--- config.mk ---
export PLATFORM = sky130hd
export DESIGN_NAME = frame_timing_sequencer_flat
export DESIGN_NICKNAME = d
export VERILOG_FILES = /design/src/rtl/fts_pkg.sv /design/src/rtl/fts_in_if.sv /design/src/rtl/fts_out_if.sv /design/src/rtl/fts_div.sv /design/src/rtl/frame_timing_sequencer.sv /design/src/flat_wrapper.sv
export SDC_FILE = /design/constraint.sdc
export NUM_CORES = 2
export LEC_CHECK = 0
export BUFFER_PORTS_ARGS = -buffer_cell sky130_fd_sc_hd__buf_4
export CAP_MARGIN = 15
export CORE_UTILIZATION = 42
export DETAILED_ROUTE_END_ITERATION = 16
export GPL_TIMING_DRIVEN = 0
export PLACE_DENSITY_LB_ADDON = 0.15
export SETUP_SLACK_MARGIN = 0.02
export SYNTH_ARGS = -nofsm -noshare
export SYNTH_HDL_FRONTEND = slang
export SYNTH_SLANG_ARGS = --single-unit
--- constraint.sdc ---
create_clock -name i_clk -period 7.8 [get_ports i_clk]
set_input_delay 0.78 -clock i_clk [delete_from_list [all_inputs] [get_ports i_clk]]
set_output_delay 0.78 -clock i_clk [all_outputs]
set_load 0.005 [all_outputs]
--- src/rtl/fts_pkg.sv ---
// Shared types, codes and field widths for the frame timing sequencer.
package fts_pkg;

    localparam int FUNC_W     = 2;
    localparam int SLOT_W     = 6;
    localparam int LEN_W      = 24;
    localparam int OFS_W      = 32;
    localparam int FIDX_W     = 6;
    localparam int WRAP_W     = 16;
    localparam int FCNT_W     = 7;
    localparam int SCALE_W    = 16;
    localparam int CFG_IDX_W  = 3;
    localparam int CFG_DATA_W = 16;

    typedef enum logic [FUNC_W-1:0] {
        FUNC_TICK    = 2'd0,
        FUNC_WRITE   = 2'd1,
        FUNC_RESTART = 2'd2
    } t_func;

    typedef enum logic [CFG_IDX_W-1:0] {
        CFG_FRAME_COUNT = 3'd0,
        CFG_LOOPING     = 3'd1,
        CFG_REVERSE     = 3'd2,
        CFG_TIME_SCALE  = 3'd3,
        CFG_TICK_LENGTH = 3'd4
    } t_cfg_idx;

    localparam logic [FCNT_W-1:0]  RST_FRAME_COUNT = 7'd1;
    localparam logic [SCALE_W-1:0] RST_TIME_SCALE  = 16'd256;
    localparam logic [SCALE_W-1:0] RST_TICK_LENGTH = 16'd1000;

endpackage

--- src/rtl/fts_in_if.sv ---
// Input channel of the frame timing sequencer: one command per transfer.
interface fts_in_if;
    logic                          valid;
    logic                          ready;
    logic [fts_pkg::FUNC_W-1:0]    func;
    logic [fts_pkg::SLOT_W-1:0]    frame_slot;
    logic [fts_pkg::LEN_W-1:0]     frame_length;
    logic [fts_pkg::OFS_W-1:0]     start_offset;

    modport source (output valid, func, frame_slot, frame_length, start_offset, input ready);
    modport sink   (input valid, func, frame_slot, frame_length, start_offset, output ready);
endinterface

--- src/rtl/fts_out_if.sv ---
// Result channel of the frame timing sequencer: animation status per transfer.
interface fts_out_if;
    logic                          valid;
    logic                          ready;
    logic [fts_pkg::FIDX_W-1:0]    frame_index;
    logic [fts_pkg::WRAP_W-1:0]    loop_count;
    logic                          finished;

    modport source (output valid, frame_index, loop_count, finished, input ready);
    modport sink   (input valid, frame_index, loop_count, finished, output ready);
endinterface

--- src/rtl/fts_div.sv ---
// Restoring divider, one quotient bit per cycle.
module fts_div #(
    parameter int DIVIDEND_W = 32,
    parameter int DIVISOR_W  = 30
) (
    input  logic                  i_clk,
    input  logic                  i_rst_n,
    input  logic                  i_start,
    input  logic [DIVIDEND_W-1:0] i_dividend,
    input  logic [DIVISOR_W-1:0]  i_divisor,
    output logic                  o_done,
    output logic [DIVIDEND_W-1:0] o_quot,
    output logic [DIVISOR_W-1:0]  o_rem
);
    localparam int CNT_W = $clog2(DIVIDEND_W + 1);

    logic [DIVIDEND_W-1:0] r_quot;
    logic [DIVISOR_W-1:0]  r_rem;
    logic [DIVISOR_W-1:0]  r_dvs;
    logic [CNT_W-1:0]      r_cnt;
    logic                  r_busy;
    logic                  r_done;

    logic [DIVISOR_W:0]    trial;
    logic [DIVISOR_W:0]    diff;
    logic                  ge;

    assign trial = {r_rem, r_quot[DIVIDEND_W-1]};
    assign diff  = trial - {1'b0, r_dvs};
    assign ge    = (trial >= {1'b0, r_dvs});

    always_ff @(posedge i_clk) begin
        if (!i_rst_n) begin
            r_busy <= 1'b0;
            r_done <= 1'b0;
        end else if (i_start) begin
            r_quot <= i_dividend;
            r_rem  <= '0;
            r_dvs  <= i_divisor;
            r_cnt  <= CNT_W'(DIVIDEND_W);
            r_busy <= 1'b1;
            r_done <= 1'b0;
        end else if (r_busy) begin
            r_quot <= {r_quot[DIVIDEND_W-2:0], ge};
            r_rem  <= ge ? diff[DIVISOR_W-1:0] : trial[DIVISOR_W-1:0];
            r_cnt  <= r_cnt - CNT_W'(1);
            if (r_cnt == CNT_W'(1)) begin
                r_busy <= 1'b0;
                r_done <= 1'b1;
            end
        end else begin
            r_done <= 1'b0;
        end
    end

    assign o_done = r_done;
    assign o_quot = r_quot;
    assign o_rem  = r_rem;

endmodule

--- src/rtl/frame_timing_sequencer.sv ---
// Frame timing sequencer: duration table in a synchronous RAM plus a tick sequencer.
// Throughput: one command at a time; the next is taken once the previous result is queued.
// Sequence: write, restart and no-op commands, and a tick on a finished animation, go from idle
//   through the finish state to the result register. A tick adds the scaled tick length, then steps
//   frame by frame (one RAM read per step); looping first sweeps the durations over the n frames,
//   and runs the whole-cycle division when the accrued time exceeds one full pass.
// Reset (synchronous, active low): frame 0, time 0, no loops, not finished, registers at their
//   defaults; the duration table is not cleared and holds garbage until written.
module frame_timing_sequencer #(
    parameter int MAX_FRAMES = 64,
    parameter int TIME_BITS  = 32
) (
    input  logic                              i_clk,
    input  logic                              i_rst_n,
    input  logic                              i_cfg_we,
    input  logic [fts_pkg::CFG_IDX_W-1:0]     i_cfg_idx,
    input  logic [fts_pkg::CFG_DATA_W-1:0]    i_cfg_data,
    fts_in_if.sink                            i_in,
    fts_out_if.source                         o_out
);
    localparam int IDX_W = $clog2(MAX_FRAMES);
    localparam int NF_W  = $clog2(MAX_FRAMES + 1);
    localparam int LEN_W = fts_pkg::LEN_W;
    localparam int TW    = LEN_W + IDX_W;                              // full-pass total
    localparam int AW    = ((TIME_BITS > LEN_W) ? TIME_BITS : LEN_W) + 1;
    localparam int CW    = (TIME_BITS > TW) ? TIME_BITS : TW;
    localparam int OW    = (TIME_BITS > fts_pkg::OFS_W) ? TIME_BITS : fts_pkg::OFS_W;
    localparam int QW    = ((TIME_BITS > fts_pkg::WRAP_W) ? TIME_BITS : fts_pkg::WRAP_W) + 1;
    localparam logic [TIME_BITS-1:0]      TIME_MAX = '1;
    localparam logic [fts_pkg::WRAP_W-1:0] WRAP_MAX = '1;

    typedef enum logic [3:0] {
        ST_IDLE,
        ST_ADD,
        ST_SUM,
        ST_SUM_END,
        ST_CMP,
        ST_DIV,
        ST_STEP_RD,
        ST_STEP_EX,
        ST_FIN
    } t_state;

    // Configuration registers
    logic [fts_pkg::FCNT_W-1:0]  r_frame_count;
    logic                        r_looping;
    logic                        r_reverse;
    logic [fts_pkg::SCALE_W-1:0] r_time_scale;
    logic [fts_pkg::SCALE_W-1:0] r_tick_length;

    // Animation state
    t_state                      r_state;
    logic [IDX_W-1:0]            r_cur;
    logic [TIME_BITS-1:0]        r_acc;
    logic [fts_pkg::WRAP_W-1:0]  r_wraps;
    logic                        r_done;

    // Tick working registers
    logic [LEN_W-1:0]            r_inc;
    logic [IDX_W-1:0]            r_idx;
    logic [TW-1:0]               r_total;
    logic                        r_pend;

    // Result register
    logic                        r_out_valid;
    logic [fts_pkg::FIDX_W-1:0]  r_out_frame;
    logic [fts_pkg::WRAP_W-1:0]  r_out_loops;
    logic                        r_out_fin;

    // Duration table
    logic [LEN_W-1:0]            r_mem [MAX_FRAMES];
    logic [LEN_W-1:0]            r_rd_data;
    logic [IDX_W-1:0]            rd_addr;
    logic                        mem_we;
    logic [LEN_W-1:0]            mem_wdata;

    logic                        in_xfer;
    logic [NF_W-1:0]             n_frames;
    logic [IDX_W-1:0]            n_last;
    logic [31:0]                 prod;
    logic [AW-1:0]               acc_sum;
    logic [TIME_BITS-1:0]        n_acc_sat;
    logic [LEN_W-1:0]            d_eff;
    logic                        acc_gt_d;
    logic                        acc_gt_total;
    logic                        at_end;
    logic [IDX_W-1:0]            step_nxt;
    logic [fts_pkg::WRAP_W-1:0]  n_wraps_inc;
    logic [QW-1:0]               wq_sum;
    logic [fts_pkg::WRAP_W-1:0]  n_wraps_div;
    logic [TIME_BITS-1:0]        n_acc_ofs;
    logic                        slot_ok;
    logic                        div_start;
    logic                        div_done;
    logic [TIME_BITS-1:0]        div_quot;
    logic [TW-1:0]               div_rem;

    // ---------------------------------------------------------------------
    // Configuration writes; indexes past the last register are dropped.
    // ---------------------------------------------------------------------
    always_ff @(posedge i_clk) begin
        if (!i_rst_n) begin
            r_frame_count <= fts_pkg::RST_FRAME_COUNT;
            r_looping     <= 1'b0;
            r_reverse     <= 1'b0;
            r_time_scale  <= fts_pkg::RST_TIME_SCALE;
            r_tick_length <= fts_pkg::RST_TICK_LENGTH;
        end else if (i_cfg_we) begin
            unique case (i_cfg_idx)
                fts_pkg::CFG_FRAME_COUNT: r_frame_count <= i_cfg_data[fts_pkg::FCNT_W-1:0];
                fts_pkg::CFG_LOOPING:     r_looping     <= i_cfg_data[0];
                fts_pkg::CFG_REVERSE:     r_reverse     <= i_cfg_data[0];
                fts_pkg::CFG_TIME_SCALE:  r_time_scale  <= i_cfg_data;
                fts_pkg::CFG_TICK_LENGTH: r_tick_length <= i_cfg_data;
                default: ;
            endcase
        end
    end

    // ---------------------------------------------------------------------
    // Datapath helpers
    // ---------------------------------------------------------------------
    assign in_xfer    = i_in.valid && i_in.ready;
    assign i_in.ready = (r_state == ST_IDLE);

    // Frames in use: zero counts as one, anything above the table size clamps to it.
    always_comb begin
        if (r_frame_count == '0) begin
            n_frames = NF_W'(1);
        end else if (32'(r_frame_count) > MAX_FRAMES) begin
            n_frames = NF_W'(MAX_FRAMES);
        end else begin
            n_frames = NF_W'(r_frame_count);
        end
    end
    assign n_last = IDX_W'(n_frames - NF_W'(1));

    // Scaled tick length: Q8.8 time scale times tick length, truncated; registered before the add.
    assign prod      = 32'(r_time_scale) * 32'(r_tick_length);
    assign acc_sum   = AW'(r_acc) + AW'(r_inc);
    assign n_acc_sat = (acc_sum > AW'(TIME_MAX)) ? TIME_MAX : acc_sum[TIME_BITS-1:0];

    // A zero entry only comes from a never-written slot; treat it as one unit.
    assign d_eff        = (r_rd_data == '0) ? LEN_W'(1) : r_rd_data;
    assign acc_gt_d     = (AW'(r_acc) > AW'(d_eff));
    assign acc_gt_total = (CW'(r_acc) > CW'(r_total));

    // Next frame in play direction and whether the current frame sits on the end.
    always_comb begin
        if (r_reverse) begin
            at_end   = (r_cur == '0);
            step_nxt = at_end ? n_last : r_cur - IDX_W'(1);
        end else begin
            at_end   = (r_cur == n_last);
            step_nxt = at_end ? '0 : r_cur + IDX_W'(1);
        end
    end

    assign n_wraps_inc = (r_wraps == WRAP_MAX) ? r_wraps : r_wraps + fts_pkg::WRAP_W'(1);
    assign wq_sum      = QW'(r_wraps) + QW'(div_quot);
    assign n_wraps_div = (wq_sum > QW'(WRAP_MAX)) ? WRAP_MAX : wq_sum[fts_pkg::WRAP_W-1:0];

    assign n_acc_ofs = (OW'(i_in.start_offset) > OW'(TIME_MAX)) ?
                       TIME_MAX : TIME_BITS'(i_in.start_offset);

    // ---------------------------------------------------------------------
    // Duration table: one write port (commands), one registered read port.
    // Writes happen only while idle, so no read can overlap a pending write.
    // ---------------------------------------------------------------------
    assign slot_ok   = (32'(i_in.frame_slot) < MAX_FRAMES);
    assign mem_we    = in_xfer && (i_in.func == fts_pkg::FUNC_WRITE) && slot_ok;
    assign mem_wdata = (i_in.frame_length == '0) ? LEN_W'(1) : i_in.frame_length;

    // Read address: sweep index while summing, current frame on the first step read,
    // and the next frame during stepping so each step needs no separate read state.
    always_comb begin
        unique case (r_state)
            ST_STEP_RD: rd_addr = r_cur;
            ST_STEP_EX: rd_addr = step_nxt;
            default:    rd_addr = r_idx;
        endcase
    end

    always_ff @(posedge i_clk) begin
        if (mem_we) begin
            r_mem[IDX_W'(i_in.frame_slot)] <= mem_wdata;
        end
        r_rd_data <= r_mem[rd_addr];
    end

    // ---------------------------------------------------------------------
    // Whole-pass reduction: (acc - 1) / total gives the wraps to add, and the
    // remainder plus one is the time left inside the current pass.
    // ---------------------------------------------------------------------
    assign div_start = (r_state == ST_CMP) && acc_gt_total;

    fts_div #(
        .DIVIDEND_W (TIME_BITS),
        .DIVISOR_W  (TW)
    ) u_div (
        .i_clk      (i_clk),
        .i_rst_n    (i_rst_n),
        .i_start    (div_start),
        .i_dividend (r_acc - TIME_BITS'(1)),
        .i_divisor  (r_total),
        .o_done     (div_done),
        .o_quot     (div_quot),
        .o_rem      (div_rem)
    );

    // ---------------------------------------------------------------------
    // Sequencer
    // ---------------------------------------------------------------------
    always_ff @(posedge i_clk) begin
        if (!i_rst_n) begin
            r_state     <= ST_IDLE;
            r_cur       <= '0;
            r_acc       <= '0;
            r_wraps     <= '0;
            r_done      <= 1'b0;
            r_pend      <= 1'b0;
            r_out_valid <= 1'b0;
        end else begin
            // Drop the result once the sink takes it; the finish state reloads it itself.
            if (r_out_valid && o_out.ready && (r_state != ST_FIN)) begin
                r_out_valid <= 1'b0;
            end

            unique case (r_state)
                ST_IDLE: begin
                    if (in_xfer) begin
                        unique case (i_in.func)
                            fts_pkg::FUNC_TICK: begin
                                // A finished animation ignores ticks.
                                if (!r_done) begin
                                    // Frame count may have been lowered: snap to the last frame.
                                    if (NF_W'(r_cur) >= n_frames) begin
                                        r_cur <= n_last;
                                    end
                                    r_inc   <= prod[LEN_W+7:8];
                                    r_state <= ST_ADD;
                                end else begin
                                    r_state <= ST_FIN;
                                end
                            end
                            fts_pkg::FUNC_RESTART: begin
                                r_cur   <= '0;
                                r_wraps <= '0;
                                r_done  <= 1'b0;
                                r_acc   <= n_acc_ofs;
                                r_state <= ST_FIN;
                            end
                            default: r_state <= ST_FIN;  // table write goes straight to the RAM
                        endcase
                    end
                end

                ST_ADD: begin
                    r_acc   <= n_acc_sat;
                    r_idx   <= '0;
                    r_total <= '0;
                    r_pend  <= 1'b0;
                    r_state <= r_looping ? ST_SUM : ST_STEP_RD;
                end

                ST_SUM: begin
                    // Issue one read per cycle; accumulate the previous one.
                    r_idx  <= r_idx + IDX_W'(1);
                    r_pend <= 1'b1;
                    if (r_pend) begin
                        r_total <= r_total + TW'(d_eff);
                    end
                    if (NF_W'(r_idx) == NF_W'(n_last)) begin
                        r_state <= ST_SUM_END;
                    end
                end

                ST_SUM_END: begin
                    r_total <= r_total + TW'(d_eff);
                    r_pend  <= 1'b0;
                    r_state <= ST_CMP;
                end

                ST_CMP: begin
                    r_state <= acc_gt_total ? ST_DIV : ST_STEP_RD;
                end

                ST_DIV: begin
                    if (div_done) begin
                        r_acc   <= TIME_BITS'(div_rem) + TIME_BITS'(1);
                        r_wraps <= n_wraps_div;
                        r_state <= ST_STEP_RD;
                    end
                end

                ST_STEP_RD: begin
                    r_state <= ST_STEP_EX;
                end

                ST_STEP_EX: begin
                    if (acc_gt_d) begin
                        // The duration is consumed even on the finishing step.
                        r_acc <= r_acc - TIME_BITS'(d_eff);
                        if (at_end && !r_looping) begin
                            r_done  <= 1'b1;
                            r_state <= ST_FIN;
                        end else begin
                            r_cur <= step_nxt;
                            if (at_end) begin
                                r_wraps <= n_wraps_inc;
                            end
                        end
                    end else begin
                        r_state <= ST_FIN;
                    end
                end

                ST_FIN: begin
                    // Hold until the result register is free, then report the state.
                    if (!r_out_valid || o_out.ready) begin
                        r_out_valid <= 1'b1;
                        r_out_frame <= fts_pkg::FIDX_W'(r_cur);
                        r_out_loops <= r_wraps;
                        r_out_fin   <= r_done;
                        r_state     <= ST_IDLE;
                    end
                end

                default: r_state <= ST_IDLE;
            endcase
        end
    end

    assign o_out.valid       = r_out_valid;
    assign o_out.frame_index = r_out_frame;
    assign o_out.loop_count  = r_out_loops;
    assign o_out.finished    = r_out_fin;

    // ---------------------------------------------------------------------
    // Assertions
    // ---------------------------------------------------------------------
    a_one_at_a_time: assert property (@(posedge i_clk) disable iff (!i_rst_n)
        in_xfer |=> !i_in.ready)
        else $error("command accepted while another is in flight");

    a_frame_in_range: assert property (@(posedge i_clk) disable iff (!i_rst_n)
        (r_state == ST_STEP_EX) |-> (NF_W'(r_cur) < n_frames))
        else $error("current frame outside the frames in use while stepping");

    a_div_remainder: assert property (@(posedge i_clk) disable iff (!i_rst_n)
        ((r_state == ST_DIV) && div_done) |-> (div_rem < r_total))
        else $error("whole-pass remainder not below the pass total");

    a_done_sticky: assert property (@(posedge i_clk) disable iff (!i_rst_n)
        (r_done && !(in_xfer && (i_in.func == fts_pkg::FUNC_RESTART))) |=> r_done)
        else $error("finished flag cleared without a restart");

endmodule
--- src/flat_wrapper.sv ---
// flat-port wrapper written by rule: the top's interface ports become plain ports
module frame_timing_sequencer_flat 
#(
    parameter int MAX_FRAMES = 64,
    parameter int TIME_BITS  = 32
)
  (i_clk, i_rst_n, i_cfg_we, i_cfg_idx, i_cfg_data, i_in_valid, i_in_func, i_in_frame_slot, i_in_frame_length, i_in_start_offset, i_in_ready, o_out_valid, o_out_frame_index, o_out_loop_count, o_out_finished, o_out_ready);
  fts_in_if i_in_i ();
  fts_out_if o_out_i ();
  input  logic i_clk;
  input  logic i_rst_n;
  input  logic i_cfg_we;
  input  logic [fts_pkg::CFG_IDX_W-1:0] i_cfg_idx;
  input  logic [fts_pkg::CFG_DATA_W-1:0] i_cfg_data;
  input wire logic [$bits(i_in_i.valid)-1:0] i_in_valid;
  input wire logic [$bits(i_in_i.func)-1:0] i_in_func;
  input wire logic [$bits(i_in_i.frame_slot)-1:0] i_in_frame_slot;
  input wire logic [$bits(i_in_i.frame_length)-1:0] i_in_frame_length;
  input wire logic [$bits(i_in_i.start_offset)-1:0] i_in_start_offset;
  output wire logic [$bits(i_in_i.ready)-1:0] i_in_ready;
  output wire logic [$bits(o_out_i.valid)-1:0] o_out_valid;
  output wire logic [$bits(o_out_i.frame_index)-1:0] o_out_frame_index;
  output wire logic [$bits(o_out_i.loop_count)-1:0] o_out_loop_count;
  output wire logic [$bits(o_out_i.finished)-1:0] o_out_finished;
  input wire logic [$bits(o_out_i.ready)-1:0] o_out_ready;
  assign i_in_i.valid = i_in_valid;
  assign i_in_i.func = i_in_func;
  assign i_in_i.frame_slot = i_in_frame_slot;
  assign i_in_i.frame_length = i_in_frame_length;
  assign i_in_i.start_offset = i_in_start_offset;
  assign i_in_ready = i_in_i.ready;
  assign o_out_valid = o_out_i.valid;
  assign o_out_frame_index = o_out_i.frame_index;
  assign o_out_loop_count = o_out_i.loop_count;
  assign o_out_finished = o_out_i.finished;
  assign o_out_i.ready = o_out_ready;
  frame_timing_sequencer #(.MAX_FRAMES(MAX_FRAMES), .TIME_BITS(TIME_BITS)) u_core (.i_clk(i_clk), .i_rst_n(i_rst_n), .i_cfg_we(i_cfg_we), .i_cfg_idx(i_cfg_idx), .i_cfg_data(i_cfg_data), .i_in(i_in_i), .o_out(o_out_i));
endmodule
==> out/metrics.sh <==
SYNTH_FLOP_CELL='sky130_fd_sc_hd__edfxtp_1'
ROUTE.VIAS.TOTAL=62760
DETAIL_ROUTE.WIRELENGTH_UM=293900
FINAL_CRITICAL_PATH_SETUP_SLACK_NS=0.1481
LEAKAGE_DISSIPATION_nW=37.47
HPWLAFTERDP_UM=211300
TIMING.MAX_SLEW.REL_SLACK=0.1525
GRT_USAGE=0.2686
GRT_FIRST_PASS_WIRELENGTH_UM=423100
SYNTH_CELL_TYPE_COUNT=90
TIMING.HOLD.WORST.CLASS='in -> reg'
MEAN_CELL_AREA_OF_THE_MAPPED_NETLIST_UM2=11.77
POSTCTSHOLDBUFS=0
GRT_START_MAX_NET_PINS=65
SYNTH-EDFF-COUNT=1717
DRC_ERRORS=0
TIMING.CRITICAL_PATH.REQUIRED_NS=8.40
VDD.IR_DROP.WORST_uV=247.8
SHARE_OF_SYNTHESIZED_FLIP_FLOPS_WITH_AN_ASYNCHRONOUS_SET_OR_RESET=0
DIE_OUTLINE_HEIGHT_UM=463.7
SYNTH_WARNINGS=0
DRT_PASS_1_ITERS=8
FIRST_GLOBAL_VIAS=60760
CLOCK_INSERTION_DELAY_WORST_SKEW_NS=0.86
CTS_TREE='built'
POST_DRT_VIA_CELL_RATIO=5.727
DESIGN.PORTCOUNT=113
GRT.OVERFLOW.TOTAL=0
CTS_HTREE_LEVELS=4
WORST_SETUP_PATH_START_KIND='flop'
WORSTMARGINPINSLEW_NS=1.260
MIN_PERIOD_NS=7.652
FIN_WORST_SKEW_NS=0.05760
ROWS=169
SYNTH_FP_NETS=8156
FIRST_ITER_VIOLATIONS=6447
SYN_STD_CELL_AREA_UM2=89540
COUNT_OF_CLOCK_TREE_SINKS=1845
MAX_CLOCK_FREQ_MHz=130.7
TIMING.FINAL.HOLD_VIOLATIONS=0
NUMBER_OF_SYNTHESIZED_REGISTER_BITS=1845
DPL_WORST_SLACK_NS=0.2681
PLACEMENT.IO_BUFFERS=107
TIMING_MAX_TRANSITION_VIOLATIONS_FINAL=0
RSZ0062_AT_GRT='no'
ANTENNA_FOUND_INITIAL=10
ROUTE.DETAILED.WL_PER_INST_UM=26.81
NUMCTSBUFFERS=196
AREAGROWTHSYNTHTOFINISH_PCT=13.66
GATE_COUNT_OF_THE_MAPPED_NETLIST=7605
POWER_PER_CELL_AREA_nW_PER_UM2=286.8
CLOCKROOTBUFFER='sky130_fd_sc_hd__clkbuf_16'
NNETSFINAL=8524
DRT.ANTENNA.VIOLATING_NETS=0
CLK_PATH_BUF_DEPTH=3
PATH_MAX_FANOUT=10
FIN_HOLD_WS_NS=0.2110
OVERALL_DIE_AREA_UM2=215100
TYPE_OF_THE_WORST_SETUP_PATH='reg -> reg'
COREAREA_UM2=211900
SHARE_OF_LAYOUT_CELLS_ABOVE_DRIVE_STRENGTH_1=0.09143
CLK_PIN_SLEW_NS=0.06
DIEWIDTH_UM=463.7
MAX-CAP-VIOLATIONS=0
FINALSETUPVIOLATIONS=0
PERIOD_SHARE=0.9810
CRITPATHCAPTURETYPE='flop'
CP.ARRIVAL_NS=8.25
INITIAL_CORE_UTIL=0.4226
GP_CONGESTION=0.9562
SYNTH_SEQUENTIAL_AREA_RATIO=0.6044
FINAL_CORE_UTIL=0.4804
STATUS='finished, final reports clean'
FINALSETUPTNS_NS=0
## cell usage after synthesis (all sizes together), types with 128 or more instances
cell	n	share of area
ha	265	0.037
a21oi	226	0.013
buf	168	0.0098
dfxtp	128	0.029
edfxtp	1717	0.58
clkbuf	268	0.011
nor2	335	0.014
xnor2	133	0.013
o21ai	171	0.0096
fa	198	0.044
inv	355	0.015
mux2i	219	0.024
nand2	1481	0.062
nand3	583	0.033
and2	129	0.0090
## cells in the final DEF, fill, tap and decap left out, types with 86 or more instances in the layout
cell type	synthesis	routed
sky130_fd_sc_hd__a21oi_1	225	225
sky130_fd_sc_hd__a32oi_1	116	116
sky130_fd_sc_hd__and2_1	129	129
sky130_fd_sc_hd__and3_1	109	109
sky130_fd_sc_hd__buf_2	119	123
sky130_fd_sc_hd__buf_4	18	131
sky130_fd_sc_hd__clkbuf_1	268	294
sky130_fd_sc_hd__clkbuf_16	0	199
sky130_fd_sc_hd__dfxtp_1	128	128
sky130_fd_sc_hd__edfxtp_1	1717	1717
sky130_fd_sc_hd__fa_1	198	198
sky130_fd_sc_hd__ha_1	265	265
sky130_fd_sc_hd__inv_1	355	355
sky130_fd_sc_hd__mux2i_1	219	219
sky130_fd_sc_hd__nand2_1	1481	1481
sky130_fd_sc_hd__nand3_1	583	583
sky130_fd_sc_hd__nand4_1	112	112
sky130_fd_sc_hd__nor2_1	334	269
sky130_fd_sc_hd__nor3_1	86	86
sky130_fd_sc_hd__o21ai_0	169	169
sky130_fd_sc_hd__xnor2_1	133	133
## worst paths after layout
path	start	endpoint	slack, ns	depth (start not counted)
worst min-delay path	i_cfg_data[8]	u_core.r_time_scale[8]	0.21	3
worst min register to register	u_core.r_total[24]	u_core.u_div.r_dvs[24]	0.51	0
worst max register to register	u_core.r_frame_count[6]	u_core.r_rd_data[14]	0.15	20
worst max-delay path	u_core.r_frame_count[6]	u_core.r_rd_data[14]	0.15	20
## routing by layer
| layer | vias to the layer above | routed length, µm | GRT usage | share of wire |
|---|---|---|---|---|
| li1 | 28340 | - | - | - |
| met1 | 31490 | 120700 | 0.3528 | 0.41 |
| met2 | 2408 | 140900 | 0.4461 | 0.48 |
| met3 | 518 | 19310 | 0.03897 | 0.066 |
| met4 | 4 | 12930 | 0.1088 | 0.044 |
| met5 | - | 31 | 0 | 0.00011 |
## flip-flops by register name, indices dropped and copies added, names as in the netlist, 24 cells and up
register             flops
u_core.r_acc            32
u_core.r_inc            24
u_core.r_mem          1536
u_core.r_rd_data        24
u_core.r_total          30
u_core.u_div.o_quot     32
u_core.u_div.o_rem      30
u_core.u_div.r_dvs      30
## stage by stage
stage / total power, mW / area, µm² / cells
floorplan: 16.65 / 89540 / 7605
CTS: 29.14 / 101700 / 10960
detailed placement: 20.06 / 95470 / 10600
finish: 29.19 / 101800 / 10960
global placement: 19.91 / 93880 / 10530
global route: 30.26 / 101800 / 10960
## worst max-delay path, cell delays in order, from the launching register on
cell and delay [ns]:
sky130_fd_sc_hd__dfxtp_1 0.48, sky130_fd_sc_hd__clkbuf_1 0.37, sky130_fd_sc_hd__o21ba_2 0.22, sky130_fd_sc_hd__clkbuf_1 0.21, sky130_fd_sc_hd__inv_1 0.10, sky130_fd_sc_hd__ha_1 0.27, sky130_fd_sc_hd__or4b_2 0.61, sky130_fd_sc_hd__o211ai_1 0.33
sky130_fd_sc_hd__xor2_1 0.26, sky130_fd_sc_hd__or4_4 0.21, sky130_fd_sc_hd__buf_4 0.20, sky130_fd_sc_hd__a21o_1 0.30, sky130_fd_sc_hd__buf_4 0.32, sky130_fd_sc_hd__buf_2 0.31, sky130_fd_sc_hd__clkbuf_1 0.68, sky130_fd_sc_hd__buf_2 0.36
sky130_fd_sc_hd__nand3_1 0.10, sky130_fd_sc_hd__nand3_1 0.27, sky130_fd_sc_hd__nand4_1 0.56, sky130_fd_sc_hd__nor4_2 0.94, sky130_fd_sc_hd__nand4_1 0.28
## power by group
group | internal [mW] | switching, mW
combinational | 2.64 | 5.82
sequential | 11.1 | 0.440
clock | 5.15 | 4.01
## logic make-up (layout without fill, tap and decap cells)
logic type / after synthesis / in the layout / share of synthesized area
muxes: 222 / 222 / 0.02486
xor gates and xnor gates: 203 / 203 / 0.02001
and+or+nand+nor: 3053 / 3053 / 0.1548
other: 0 / 1 / 0
DFF: 1845 / 1845 / 0.6044
buffers and inverters: 793 / 1325 / 0.03599
adders and majority gates: 463 / 463 / 0.08129
AOI/OAI and AO/OA: 1026 / 1026 / 0.07867
## cell type report
type                            count  area, µm²
Antenna cell                        1      2.502
Clock buffer                      259       5255
Fill cell                       19130     110100
Sequential cell                  1845      54120
Tap cell                         2821       3530
Clock inverter                    103      996.0
Timing Repair Buffer              171       1889
Multi-Input combinational cell   4967      32690
Buffer                            435       1957
Inverter                          357       1340
## repair_timing
action / CTS / global route
endpoints found under the setup margin: 0 / 5
buffers inserted: 0 / 0
resized for setup: 0 / 13
Power figures use the tool's default switching activity.
